<file path="config.mk">
export PLATFORM = sky130hd
export DESIGN_NAME = encoder_hex_frame_parser_unit_flat
export DESIGN_NICKNAME = d
export VERILOG_FILES = /design/src/hw/rtl/ehfp_pkg.sv /design/src/hw/rtl/ehfp_if.sv /design/src/hw/rtl/encoder_hex_frame_parser_unit.sv /design/src/flat_wrapper.sv
export SDC_FILE = /design/constraint.sdc
export NUM_CORES = 1
export LEC_CHECK = 0
export CAP_MARGIN = 15
export CELL_PAD_IN_SITES_DETAIL_PLACEMENT = 0
export CELL_PAD_IN_SITES_GLOBAL_PLACEMENT = 1
export CORE_AREA = 2 2 184 186
export DETAILED_ROUTE_END_ITERATION = 6
export DIE_AREA = 0 0 186 188
export DONT_BUFFER_PORTS = 1
export GPL_TIMING_DRIVEN = 0
export PLACE_DENSITY_LB_ADDON = 0.15
export SETUP_SLACK_MARGIN = 0.2
export SYNTH_ARGS = -nofsm -noshare
export SYNTH_HDL_FRONTEND = slang
export SYNTH_SLANG_ARGS = --single-unit
</file>
<file path="constraint.sdc">
create_clock -name clock -period 6.1 [get_ports clock]
set_input_delay 0 -clock clock [delete_from_list [all_inputs] [get_ports clock]]
set_output_delay 0 -clock clock [all_outputs]
set_load 0.03 [all_outputs]
</file>
<file path="src/hw/rtl/ehfp_pkg.sv">
// ----------------------------------------------------------------------------
// ehfp_pkg
// Shared types, constants and digit folding for the encoder hex frame parser.
// ----------------------------------------------------------------------------
package ehfp_pkg;

   localparam int VelDigits  = 4;
   localparam int DistDigits = 8;
   localparam int VelCntW    = 3;
   localparam int DistCntW   = 4;
   localparam int VelIdxW    = $clog2(VelDigits);
   localparam int DistIdxW   = $clog2(DistDigits);
   localparam int VelBits    = 16;
   localparam int FoldBits   = 32;

   typedef logic [7:0]                  rx_byte_type;
   typedef logic                        reading_kind_type;
   typedef logic signed [29:0]          reading_value_type;
   typedef logic [VelDigits-1:0][7:0]   vel_chars_type;
   typedef logic [DistDigits-1:0][7:0]  dist_chars_type;

   localparam rx_byte_type IdleByte = 8'hFF;
   localparam rx_byte_type LineFeed = 8'h0A;
   localparam rx_byte_type VelTag   = 8'h56;
   localparam rx_byte_type DistTag  = 8'h44;

   localparam reading_kind_type KindVel  = 1'b0;
   localparam reading_kind_type KindDist = 1'b1;

   // hex digit value; any other byte is taken as a signed char
   function automatic logic [FoldBits-1:0] digit_bits(input rx_byte_type b);
      logic [FoldBits-1:0] d;
      if (b >= 8'd48 && b <= 8'd57) begin
         d = {{(FoldBits-8){1'b0}}, 8'(b - 8'd48)};
      end else if (b >= 8'd65 && b <= 8'd70) begin
         d = {{(FoldBits-8){1'b0}}, 8'(b - 8'd55)};
      end else begin
         d = {{(FoldBits-8){b[7]}}, b};
      end
      return d;
   endfunction

   // shift-and-or chain flattened into an or of shifted digits
   function automatic logic signed [FoldBits-1:0] fold_vel(input vel_chars_type c);
      logic [FoldBits-1:0] acc;
      acc = '0;
      for (int i = 0; i < VelDigits; i++) begin
         acc = acc | (digit_bits(c[i]) << (4 * (VelDigits - 1 - i)));
      end
      return {{(FoldBits-VelBits){acc[VelBits-1]}}, acc[VelBits-1:0]};
   endfunction

   function automatic logic signed [FoldBits-1:0] fold_dist(input dist_chars_type c);
      logic [FoldBits-1:0] acc;
      acc = '0;
      for (int i = 0; i < DistDigits; i++) begin
         acc = acc | (digit_bits(c[i]) << (4 * (DistDigits - 1 - i)));
      end
      return acc;
   endfunction

   // divide by four, rounding toward zero
   function automatic reading_value_type quarter_trunc(input logic signed [FoldBits-1:0] v);
      logic signed [FoldBits-1:0] adj;
      adj = v + (v[FoldBits-1] ? 32'sd3 : 32'sd0);
      return adj[FoldBits-1:2];
   endfunction

endpackage

</file>
<file path="src/hw/rtl/ehfp_if.sv">
// ----------------------------------------------------------------------------
// ehfp_if
// Valid/ready channels of the encoder hex frame parser.
// ----------------------------------------------------------------------------
interface ehfp_req_if;
   logic                 valid;
   logic                 ready;
   ehfp_pkg::rx_byte_type rx_byte;

   modport source (output valid, output rx_byte, input ready);
   modport sink   (input valid, input rx_byte, output ready);
endinterface

interface ehfp_rsp_if;
   logic                        valid;
   logic                        ready;
   ehfp_pkg::reading_kind_type  reading_kind;
   ehfp_pkg::reading_value_type reading_value;

   modport source (output valid, output reading_kind, output reading_value, input ready);
   modport sink   (input valid, input reading_kind, input reading_value, output ready);
endinterface

</file>
<file path="src/hw/rtl/encoder_hex_frame_parser_unit.sv">
// ----------------------------------------------------------------------------
// encoder_hex_frame_parser_unit
// Parses velocity and distance hex fields out of a wheel-encoder byte stream.
// ----------------------------------------------------------------------------
//  channel  | dir | payload                      | handshake
//  req_bus  | in  | rx_byte                      | valid/ready
//  rsp_bus  | out | reading_kind, reading_value  | valid/ready
//
//  One byte per cycle unless a stalled result holds the stage; a byte passes
//  the input register, then the parse logic into the result register.
//  Synchronous reset clears the marker, field flags, counts and both valids.
//  A stalled result only holds back a byte that would produce another result;
//  bytes that produce none keep flowing.
// ----------------------------------------------------------------------------
module encoder_hex_frame_parser_unit (
   input  logic       clock,
   input  logic       reset,
   ehfp_req_if.sink   req_bus,
   ehfp_rsp_if.source rsp_bus
);
   import ehfp_pkg::*;

   logic                 byte_valid_ff, byte_valid_in;
   rx_byte_type          byte_ff;
   logic                 armed_ff, armed_in;
   logic                 vel_active_ff, vel_active_in;
   logic                 dist_active_ff, dist_active_in;
   logic [VelCntW-1:0]   vel_cnt_ff, vel_cnt_in;
   logic [DistCntW-1:0]  dist_cnt_ff, dist_cnt_in;
   vel_chars_type        vel_chars_ff, vel_chars_in;
   dist_chars_type       dist_chars_ff, dist_chars_in;
   logic                 rsp_valid_ff, rsp_valid_in;
   reading_kind_type     kind_ff, kind_in;
   reading_value_type    value_ff, value_in;

   logic                 emit;
   logic                 consumed;
   logic                 stage_fire;
   logic                 req_take;

   // parse the registered byte against the current frame state
   always_comb begin
      armed_in       = armed_ff;
      vel_active_in  = vel_active_ff;
      dist_active_in = dist_active_ff;
      vel_cnt_in     = vel_cnt_ff;
      dist_cnt_in    = dist_cnt_ff;
      vel_chars_in   = vel_chars_ff;
      dist_chars_in  = dist_chars_ff;
      emit           = 1'b0;
      consumed       = 1'b0;
      kind_in        = KindVel;
      value_in       = quarter_trunc(fold_vel(vel_chars_in));
      if (byte_ff != IdleByte) begin
         if (byte_ff == LineFeed) begin
            armed_in = 1'b1;
         end else if (armed_ff && byte_ff == VelTag) begin
            vel_active_in = 1'b1;
            vel_cnt_in    = '0;
            armed_in      = 1'b0;
            consumed      = 1'b1;
         end else if (armed_ff && byte_ff == DistTag) begin
            dist_active_in = 1'b1;
            dist_cnt_in    = '0;
            armed_in       = 1'b0;
            consumed       = 1'b1;
         end else if (vel_active_ff) begin
            if (vel_cnt_ff < VelCntW'(VelDigits)) begin
               vel_chars_in[vel_cnt_ff[VelIdxW-1:0]] = byte_ff;
            end
            vel_cnt_in = vel_cnt_ff + 1'b1;
         end else if (dist_active_ff) begin
            if (dist_cnt_ff < DistCntW'(DistDigits)) begin
               dist_chars_in[dist_cnt_ff[DistIdxW-1:0]] = byte_ff;
            end
            dist_cnt_in = dist_cnt_ff + 1'b1;
         end
         if (!consumed) begin
            if (vel_cnt_in == VelCntW'(VelDigits)) begin
               emit          = 1'b1;
               kind_in       = KindVel;
               value_in      = quarter_trunc(fold_vel(vel_chars_in));
               vel_active_in = 1'b0;
               vel_cnt_in    = '0;
            end else if (dist_cnt_in == DistCntW'(DistDigits)) begin
               emit           = 1'b1;
               kind_in        = KindDist;
               value_in       = quarter_trunc(fold_dist(dist_chars_in));
               dist_active_in = 1'b0;
               dist_cnt_in    = '0;
            end
         end
      end
   end

   assign stage_fire     = byte_valid_ff && (!emit || !rsp_valid_ff || rsp_bus.ready);
   assign req_bus.ready  = !byte_valid_ff || stage_fire;
   assign req_take       = req_bus.valid && req_bus.ready;
   assign byte_valid_in  = req_take || (byte_valid_ff && !stage_fire);
   assign rsp_valid_in   = (stage_fire && emit) || (rsp_valid_ff && !rsp_bus.ready);

   always_ff @(posedge clock) begin
      if (reset) begin
         byte_valid_ff  <= 1'b0;
         armed_ff       <= 1'b0;
         vel_active_ff  <= 1'b0;
         dist_active_ff <= 1'b0;
         vel_cnt_ff     <= '0;
         dist_cnt_ff    <= '0;
         rsp_valid_ff   <= 1'b0;
      end else begin
         byte_valid_ff <= byte_valid_in;
         rsp_valid_ff  <= rsp_valid_in;
         if (stage_fire) begin
            armed_ff       <= armed_in;
            vel_active_ff  <= vel_active_in;
            dist_active_ff <= dist_active_in;
            vel_cnt_ff     <= vel_cnt_in;
            dist_cnt_ff    <= dist_cnt_in;
         end
      end
   end

   // payload registers, no reset
   always_ff @(posedge clock) begin
      if (req_take) begin
         byte_ff <= req_bus.rx_byte;
      end
      if (stage_fire) begin
         vel_chars_ff  <= vel_chars_in;
         dist_chars_ff <= dist_chars_in;
      end
      if (stage_fire && emit) begin
         kind_ff  <= kind_in;
         value_ff <= value_in;
      end
   end

   assign rsp_bus.valid         = rsp_valid_ff;
   assign rsp_bus.reading_kind  = kind_ff;
   assign rsp_bus.reading_value = value_ff;

endmodule

</file>
<file path="src/flat_wrapper.sv">
// flat-port wrapper written by rule: the top's interface ports become plain ports
module encoder_hex_frame_parser_unit_flat import ehfp_pkg::*;
  (clock, reset, req_bus_valid, req_bus_rx_byte, req_bus_ready, rsp_bus_valid, rsp_bus_reading_kind, rsp_bus_reading_value, rsp_bus_ready);
  ehfp_req_if req_bus_i ();
  ehfp_rsp_if rsp_bus_i ();
  input  logic clock;
  input  logic reset;
  input wire logic [$bits(req_bus_i.valid)-1:0] req_bus_valid;
  input wire logic [$bits(req_bus_i.rx_byte)-1:0] req_bus_rx_byte;
  output wire logic [$bits(req_bus_i.ready)-1:0] req_bus_ready;
  output wire logic [$bits(rsp_bus_i.valid)-1:0] rsp_bus_valid;
  output wire logic [$bits(rsp_bus_i.reading_kind)-1:0] rsp_bus_reading_kind;
  output wire logic [$bits(rsp_bus_i.reading_value)-1:0] rsp_bus_reading_value;
  input wire logic [$bits(rsp_bus_i.ready)-1:0] rsp_bus_ready;
  assign req_bus_i.valid = req_bus_valid;
  assign req_bus_i.rx_byte = req_bus_rx_byte;
  assign req_bus_ready = req_bus_i.ready;
  assign rsp_bus_valid = rsp_bus_i.valid;
  assign rsp_bus_reading_kind = rsp_bus_i.reading_kind;
  assign rsp_bus_reading_value = rsp_bus_i.reading_value;
  assign rsp_bus_i.ready = rsp_bus_ready;
  encoder_hex_frame_parser_unit u_core (.clock(clock), .reset(reset), .req_bus(req_bus_i), .rsp_bus(rsp_bus_i));
endmodule
</file>
# ---- Word level (Yosys, flattened, before mapping)
# Cells that the tools add are included.
dict set report totals {
  ff_bits 147
  mem_count 0
  mem_bits_rw 0
  word_cells 343
  latchBits 0
  out_inout_bits 33
  rom_bits 0
}
dict set report classes {
  div_mod_pow 0
  mux 139
  mul 0
  n_reduce_logical 55
  shift 0
  n_lt_le_gt_ge 70
  add_sub_neg 37
  n_eq_ne 6
  bitwise_logic 14
}
# operator n
set op_table {}
lappend op_table {{64-bit two-way mux} 7}
lappend op_table {{32-bit two-way mux} 12}
lappend op_table {{32-bit OR} 7}
lappend op_table {{16-bit two-way mux} 13}
lappend op_table {{8-bit by 6-bit subtractor with 8-bit output (second input constant)} 26}
lappend op_table {{28-bit two-way mux} 6}
lappend op_table {{12-bit two-way mux} 13}
lappend op_table {{24-bit two-way mux} 6}
lappend op_table {{8-bit by 6-bit >= comparator with 1-bit output (second input constant)} 16}
lappend op_table {{8-bit by 7-bit >= comparator with 1-bit output (second input constant)} 16}
lappend op_table {{8-bit by 6-bit less-or-equal comparator with 1-bit output (second input constant)} 16}
lappend op_table {{8-bit by 7-bit less-or-equal comparator with 1-bit output (second input constant)} 16}
lappend op_table {{20-bit two-way mux} 6}
lappend op_table {{30-bit two-way mux} 4}
lappend op_table {{8-bit two-way mux} 15}
lappend op_table {{16-bit OR} 6}
lappend op_table {{4-bit two-way mux} 22}
lappend op_table {{64-bit bitwise mux} 1}
lappend op_table {{1-bit logical AND} 41}
lappend op_table {{16-bit by 3-bit adder with 17-bit output} 2}
lappend op_table {{32-bit adder} 1}
lappend op_table {{32-bit bitwise mux} 1}
lappend op_table {{8-bit demux with 3-bit select} 1}
lappend op_table {{1-bit two-way mux} 21}
lappend op_table {{25 further kinds} 46}

# ---- Logic depth before layout (Yosys ltp)
dict set report logic_depth {
  depth_word 33
  depth_mapped 27
}

# ---- Worst setup path after synthesis
# Ideal clock, no wire load.
dict set report synth_path {
  kind {register to register}
  from {reg u_core.byte_ff[6]}
  to {reg u_core.value_ff[21] (netlist: u_core.rsp_bus.reading_value[21]), data pin}
  required_ps 5832
  synth_period_minus_slack_ps 6139
  t_arrival_ps 5871
  stages_incl_launch_ff 27
  slack_ps -39
  setup_ps 268
  path_cell_list {edfxtp_1 -> buf_6 -> or4b_4 -> buf_6 -> or3_1 -> buf_2 -> buf_6 -> and4_4 -> clkbuf_1 -> o21ai_0 -> inv_1 -> ha_1 -> nor3b_1 -> a2111oi_1 -> a21oi_1 -> nand2_1 -> a211o_2 -> ha_1 -> nor2_1 -> a2bb2oi_2 -> nand3_2 -> nor3_2 -> nand4b_2 -> or3_4 -> a32oi_4 -> buf_6 -> o31ai_2}
}
dict set report synth_via {
  elab_chain_len 29
  elab_cells_between_ends 217
  classes_between {26 x add/sub; 48 x order compare; 6 x eq/ne; 101 x mux; 10 x bitwise; 26 x reduce/logical}
}
# item line
set synth_lines {}
lappend synth_lines {{from (decl)} encoder_hex_frame_parser_unit.sv:24} ;# rx_byte_type byte_ff;
lappend synth_lines {{from (signal assigned)} encoder_hex_frame_parser_unit.sv:127} ;# byte_ff <= req_bus.rx_byte;
lappend synth_lines {{64-bit bitwise mux} encoder_hex_frame_parser_unit.sv:74} ;# dist_chars_in[dist_cnt_ff[DistIdxW-1:0]] = byte_ff;
lappend synth_lines {{64-bit two-way mux} encoder_hex_frame_parser_unit.sv:73} ;# if (dist_cnt_ff < DistCntW'(DistDigits)) begin
lappend synth_lines {{64-bit two-way mux} encoder_hex_frame_parser_unit.sv:72} ;# end else if (dist_active_ff) begin
lappend synth_lines {{64-bit two-way mux} encoder_hex_frame_parser_unit.sv:67} ;# end else if (vel_active_ff) begin
lappend synth_lines {{64-bit two-way mux} encoder_hex_frame_parser_unit.sv:62} ;# end else if (armed_ff && byte_ff == DistTag) begin
lappend synth_lines {{64-bit two-way mux} encoder_hex_frame_parser_unit.sv:57} ;# end else if (armed_ff && byte_ff == VelTag) begin
lappend synth_lines {{64-bit two-way mux} encoder_hex_frame_parser_unit.sv:55} ;# if (byte_ff == LineFeed) begin
lappend synth_lines {{64-bit two-way mux} encoder_hex_frame_parser_unit.sv:54} ;# if (byte_ff != IdleByte) begin
lappend synth_lines {{[... 8 more ...]} --}
lappend synth_lines {{32-bit OR (7 in series)} ehfp_pkg.sv:57} ;# acc = acc | (digit_bits(c[i]) << (4 * (DistDigits - 1 - i)));
lappend synth_lines {{2-bit two-way mux} ehfp_pkg.sv:65} ;# adj = v + (v[FoldBits-1] ? 32'sd3 : 32'sd0);
lappend synth_lines {{32-bit adder} ehfp_pkg.sv:65}
lappend synth_lines {{30-bit two-way mux} encoder_hex_frame_parser_unit.sv:85} ;# end else if (dist_cnt_in == DistCntW'(DistDigits)) begin
lappend synth_lines {{30-bit two-way mux} encoder_hex_frame_parser_unit.sv:79} ;# if (vel_cnt_in == VelCntW'(VelDigits)) begin
lappend synth_lines {{30-bit two-way mux} encoder_hex_frame_parser_unit.sv:78} ;# if (!consumed) begin
lappend synth_lines {{30-bit two-way mux *} encoder_hex_frame_parser_unit.sv:54}
lappend synth_lines {{via u_core.value_in[21]} encoder_hex_frame_parser_unit.sv:34} ;# reading_value_type value_ff, value_in;
lappend synth_lines {{to (signal assigned)} encoder_hex_frame_parser_unit.sv:135} ;# value_ff <= value_in;
lappend synth_lines {{to (decl)} encoder_hex_frame_parser_unit.sv:34}
# Mark *: on every way through the listed nets, which the timed path passes. The rest lies on a longest branch. The select of a mux whose other input is x is not followed.
# A chain may end at the register's enable or synchronous reset.

# ---- Worst setup path in the final report
dict set report layout_path {
  from {reg u_core.byte_ff[6]}
  to {reg u_core.value_ff[24] (netlist: u_core.rsp_bus.reading_value[24]), data pin}
}
# The elaborated chain is that of the path after synthesis.

==> impl_metrics.csv <==
group,metric,value,unit
clocking,clockRootBuffer,"clkbuf_16",
layout,instances_no_fill,2286,
synth,synth.cell_area,14940,um2
sta,period_share,0.9783,
worst_setup_path,crit_path_start,"u_core.byte_ff[6]$_DFFE_PP_",
sta,max_slew_margin,0.1607,
clocking,cts_sinks,147,
worst_setup_path,r2r_cells,27,
power,clkPwrFrac,0.451,
global_routing,grt_pass1_wl,85.68,mm
drt,ant_nets,0,
layout,nNetsFinal,1945,
synth,netlist.area_leader.share,0.2713,
worst_setup_path,arrival,6.15,ns
sta,setup_ws,0.1323,ns
layout,fin_util,0.5479,
layout,drive_above_1_share,0.2277,
sta,fin_tns_setup,0,ns
synth,synth.largest_area_cell,"edfxtp_1",
synth,syn_area_per_cell,8.789,um2
drt,vias,14630,
drt,drcViolationCount,0,
drt,initialDrtViolationCount,1734,
die,rows,67,
synth,ys_seq_elements,147,
sta,drv_slew,0,
drt,wire_per_inst,25.61,um
placement,io_buffers,0,
worst_setup_path,cp_common_cell,"buf_12",
sta,hold_viol,0,
layout,final_area,18140,um2
drt,wirelength,58.55,mm
placement,dp.cells,2151,
hold_path,worstHoldPathType,"in2reg",
layout,area_growth,21.43,%
worst_setup_path,cp-end-kind,"flip-flop",
worst_setup_path,critical_path_class,"reg2reg",
power,p_seq_frac,0.458,
power,cellLeakagePower,6.868,nW
sta,max_freq,0.1676,GHz
die,core_area,33110,um2
clocking,clk_latency,0.47,ns
synth,syn_nets,1822,
global_routing,antenna_found_initial,1,
worst_setup_path,cp_slowest_stage_delay,0.52,ns
sta,skew,0.01913,ns
run,drv_cap,0,
sta,fin_crit,5.968,ns
die,initial_core_util,0.4512,
global_routing,grtUsageTotal,0.3287,
die,io_pins,45,
drt,viasPerCell,6.398,
placement,post-place-ws,-1.106,ns
power,p_sw_frac,0.2994,
die,chipWidth,186,um
power,power.density,133.7,nW/um2
synth,synth_sequential_area_ratio,0.2874,
placement,gp_congestion,0.9816,
global_routing,grt_pass1_vias,13670,
sta,worstMarginPinSlew,1.259,ns
sta,whs,0.06919,ns
worst_setup_path,r2r_slack,0.13,ns
clocking,numCtsBuffers,17,
power,internal-power,1.700,mW
placement,placed_area,15550,um2
sta,final-setup-viol-count,0,
power,finalPower,2.426,mW
clocking,clk_pin_slew,0.07,ns
synth,synthArstFlopShare,0,
synth,synth.area.top_cells,"edfxtp_1, ha_1, nand2_1",
worst_setup_path,cp_slowest_cell,"or4b_4",
die,die_h,188,um
clocking,cts_tree,"built",
synth,synth-edff-count,135,
sta,rsz0062_at_grt,"true",
placement,dp_hpwl,41.84,mm
die,dieArea,34970,um2
clocking,htreeDepth,4,
worst_setup_path,worstReg2RegEnd,"u_core.rsp_bus.reading_value[24]$_DFFE_PP_",
worst_setup_path,startpoint_type,"flip-flop",
hold_path,min_from,"req_bus_valid",
synth,synthCells,1700,
global_routing,grt_overflow,0,
outcome,status,"finished clean",
worst_setup_path,cp.required,6.28,ns
worst_setup_path,cp_max_fo,6,
power,p_sw,0.7265,mW
drt,drtPass1Iterations,6,
hold_path,min_to,"u_core.byte_ff[2]$_DFFE_PP_",
worst_setup_path,r2r-start,"u_core.byte_ff[6]$_DFFE_PP_",
power,comb_power_share,0.091,
clocking,cts_buffer_depth,2,
global_routing,grt_max_degree,59,
layout,fill_cells,3085,
synth,ys_warn_count,0,
synth,synth_ff_type,"edfxtp_1",
layout,layout_commonest_cell,"nand2_1",
layout,layout_common_cells,"nand2_1, edfxtp_1, inv_1, ha_1, nor2_1",
power,ir_worst_vdd,0.2096,mV
synth,ys_types,113,
hold_path,worst_hold_path.num_cells,1,
-- cells in the mapped netlist, types with 11 or more instances --
cell type,n
o21ai_0,97
o31ai_1,21
nor3b_1,20
a31oi_1,22
or3_1,19
nor2_1,98
a211oi_1,27
a21oi_1,75
o211a_1,14
o21a_1,13
nand3b_1,12
o21ai_1,13
mux2i_1,60
nand3_1,34
o2111ai_1,11
a21boi_0,12
xor2_1,27
and3_1,23
nor2b_1,12
and2_1,16
buf_2,21
o211ai_1,25
nand4_1,15
nand2b_1,16
clkbuf_1,46
xnor2_1,49
nor4_1,21
ha_1,110
inv_1,104
nand2_1,172
o21bai_1,15
nor3_1,61
mux2_2,40
edfxtp_1,135
dfxtp_1,12
-- area by class of cell --
type,instances,area (um2),area share
multi-input cells,1363,10870,0.5991
flip-flops and latches,147,4294,0.2367
repair buffers,104,852.1,0.04696
plain buffers,85,584.3,0.03220
well taps,448,560.5,0.03089
clock buffers,17,425.4,0.02345
inverters,105,399.1,0.02200
clock inverters,15,153.9,0.008482
diodes,2,5.005,0.0002758
-- what timing repair did --
action                                 4_1_cts  5_1_grt
gates cloned                                 2        1
hold buffers                                11        0
setup endpoints to repair                   34       36
endpoints found under the hold margin       16        0
setup buffers                               24       63
pin swaps                                   20       50
resized for setup                          107      158
-- sequential cells by signal (all words and copies together) (netlist names) --
name and count:
u_core.dist_cnt_ff 4, u_core.byte_valid_ff 1, u_core.dist_active_ff 1, u_core.vel_cnt_ff 3, u_core.rsp_bus.reading_value 30, u_core.dist_chars_ff 64, u_core.vel_active_ff 1, u_core.vel_chars_ff 32
u_core.rsp_bus.valid 1, u_core.rsp_bus.reading_kind 1, u_core.armed_ff 1, u_core.byte_ff 8
-- how the worst max path moves through the flow --
stage                                                 endpoint  slack (ns)  cells past startpoint
floorplan                    u_core.vel_cnt_ff[0]$_SDFFE_PP0P_        0.22                     15
global placement             u_core.vel_cnt_ff[0]$_SDFFE_PP0P_       -3.37                     15
detailed placement  u_core.rsp_bus.reading_value[26]$_DFFE_PP_       -1.11                     22
CTS                  u_core.rsp_bus.reading_value[6]$_DFFE_PP_        0.20                     24
global route        u_core.rsp_bus.reading_value[24]$_DFFE_PP_      -0.003                     27
finish              u_core.rsp_bus.reading_value[24]$_DFFE_PP_        0.13                     27
-- power groups by stage --
| stage | combinational (mW) | clock, mW | sequential [mW] |
|---|---|---|---|
| after floorplan | 0.0836 | 0 | 1.13 |
| after global placement | 0.174 | 0 | 1.14 |
| after detailed placement | 0.178 | 0 | 1.13 |
| after CTS | 0.194 | 1.10 | 1.11 |
| after global routing | 0.220 | 1.14 | 1.11 |
| final | 0.220 | 1.09 | 1.11 |
-- routing by layer --
layer	track usage	share of wire	vias to the layer above	wire length, um
li1	-	-	6672	-
met1	0.4319	0.42	7087	24480
met2	0.5103	0.44	680	25690
met3	0.05885	0.081	186	4747
met4	0.1787	0.062	0	3624
met5	0	0	-	0
-- cells by family (layout without fill, tap and decap cells) --
logic type / after synthesis / in the layout / synth area share
AO/OA/AOI/OAI: 480 / 480 / 0.2338
XOR/XNOR: 76 / 76 / 0.04455
adder cells (fa/ha/maj): 110 / 110 / 0.09211
buffers and inverters: 190 / 326 / 0.05426
flip-flops: 147 / 147 / 0.2874
multiplexers: 102 / 102 / 0.07277
other: 0 / 2 / 0
AND/OR/NAND/NOR: 595 / 595 / 0.2151
-- worst max-delay path: cells and delay by family, from the launching register on --
kind	cells	cell delay, ns
simple gates	10	2.33
compound gates	7	1.47
buf+inv	8	1.11
flops	1	0.39
fa+ha+maj	2	0.36
No activity file was read; power rests on OpenSTA's default activity.
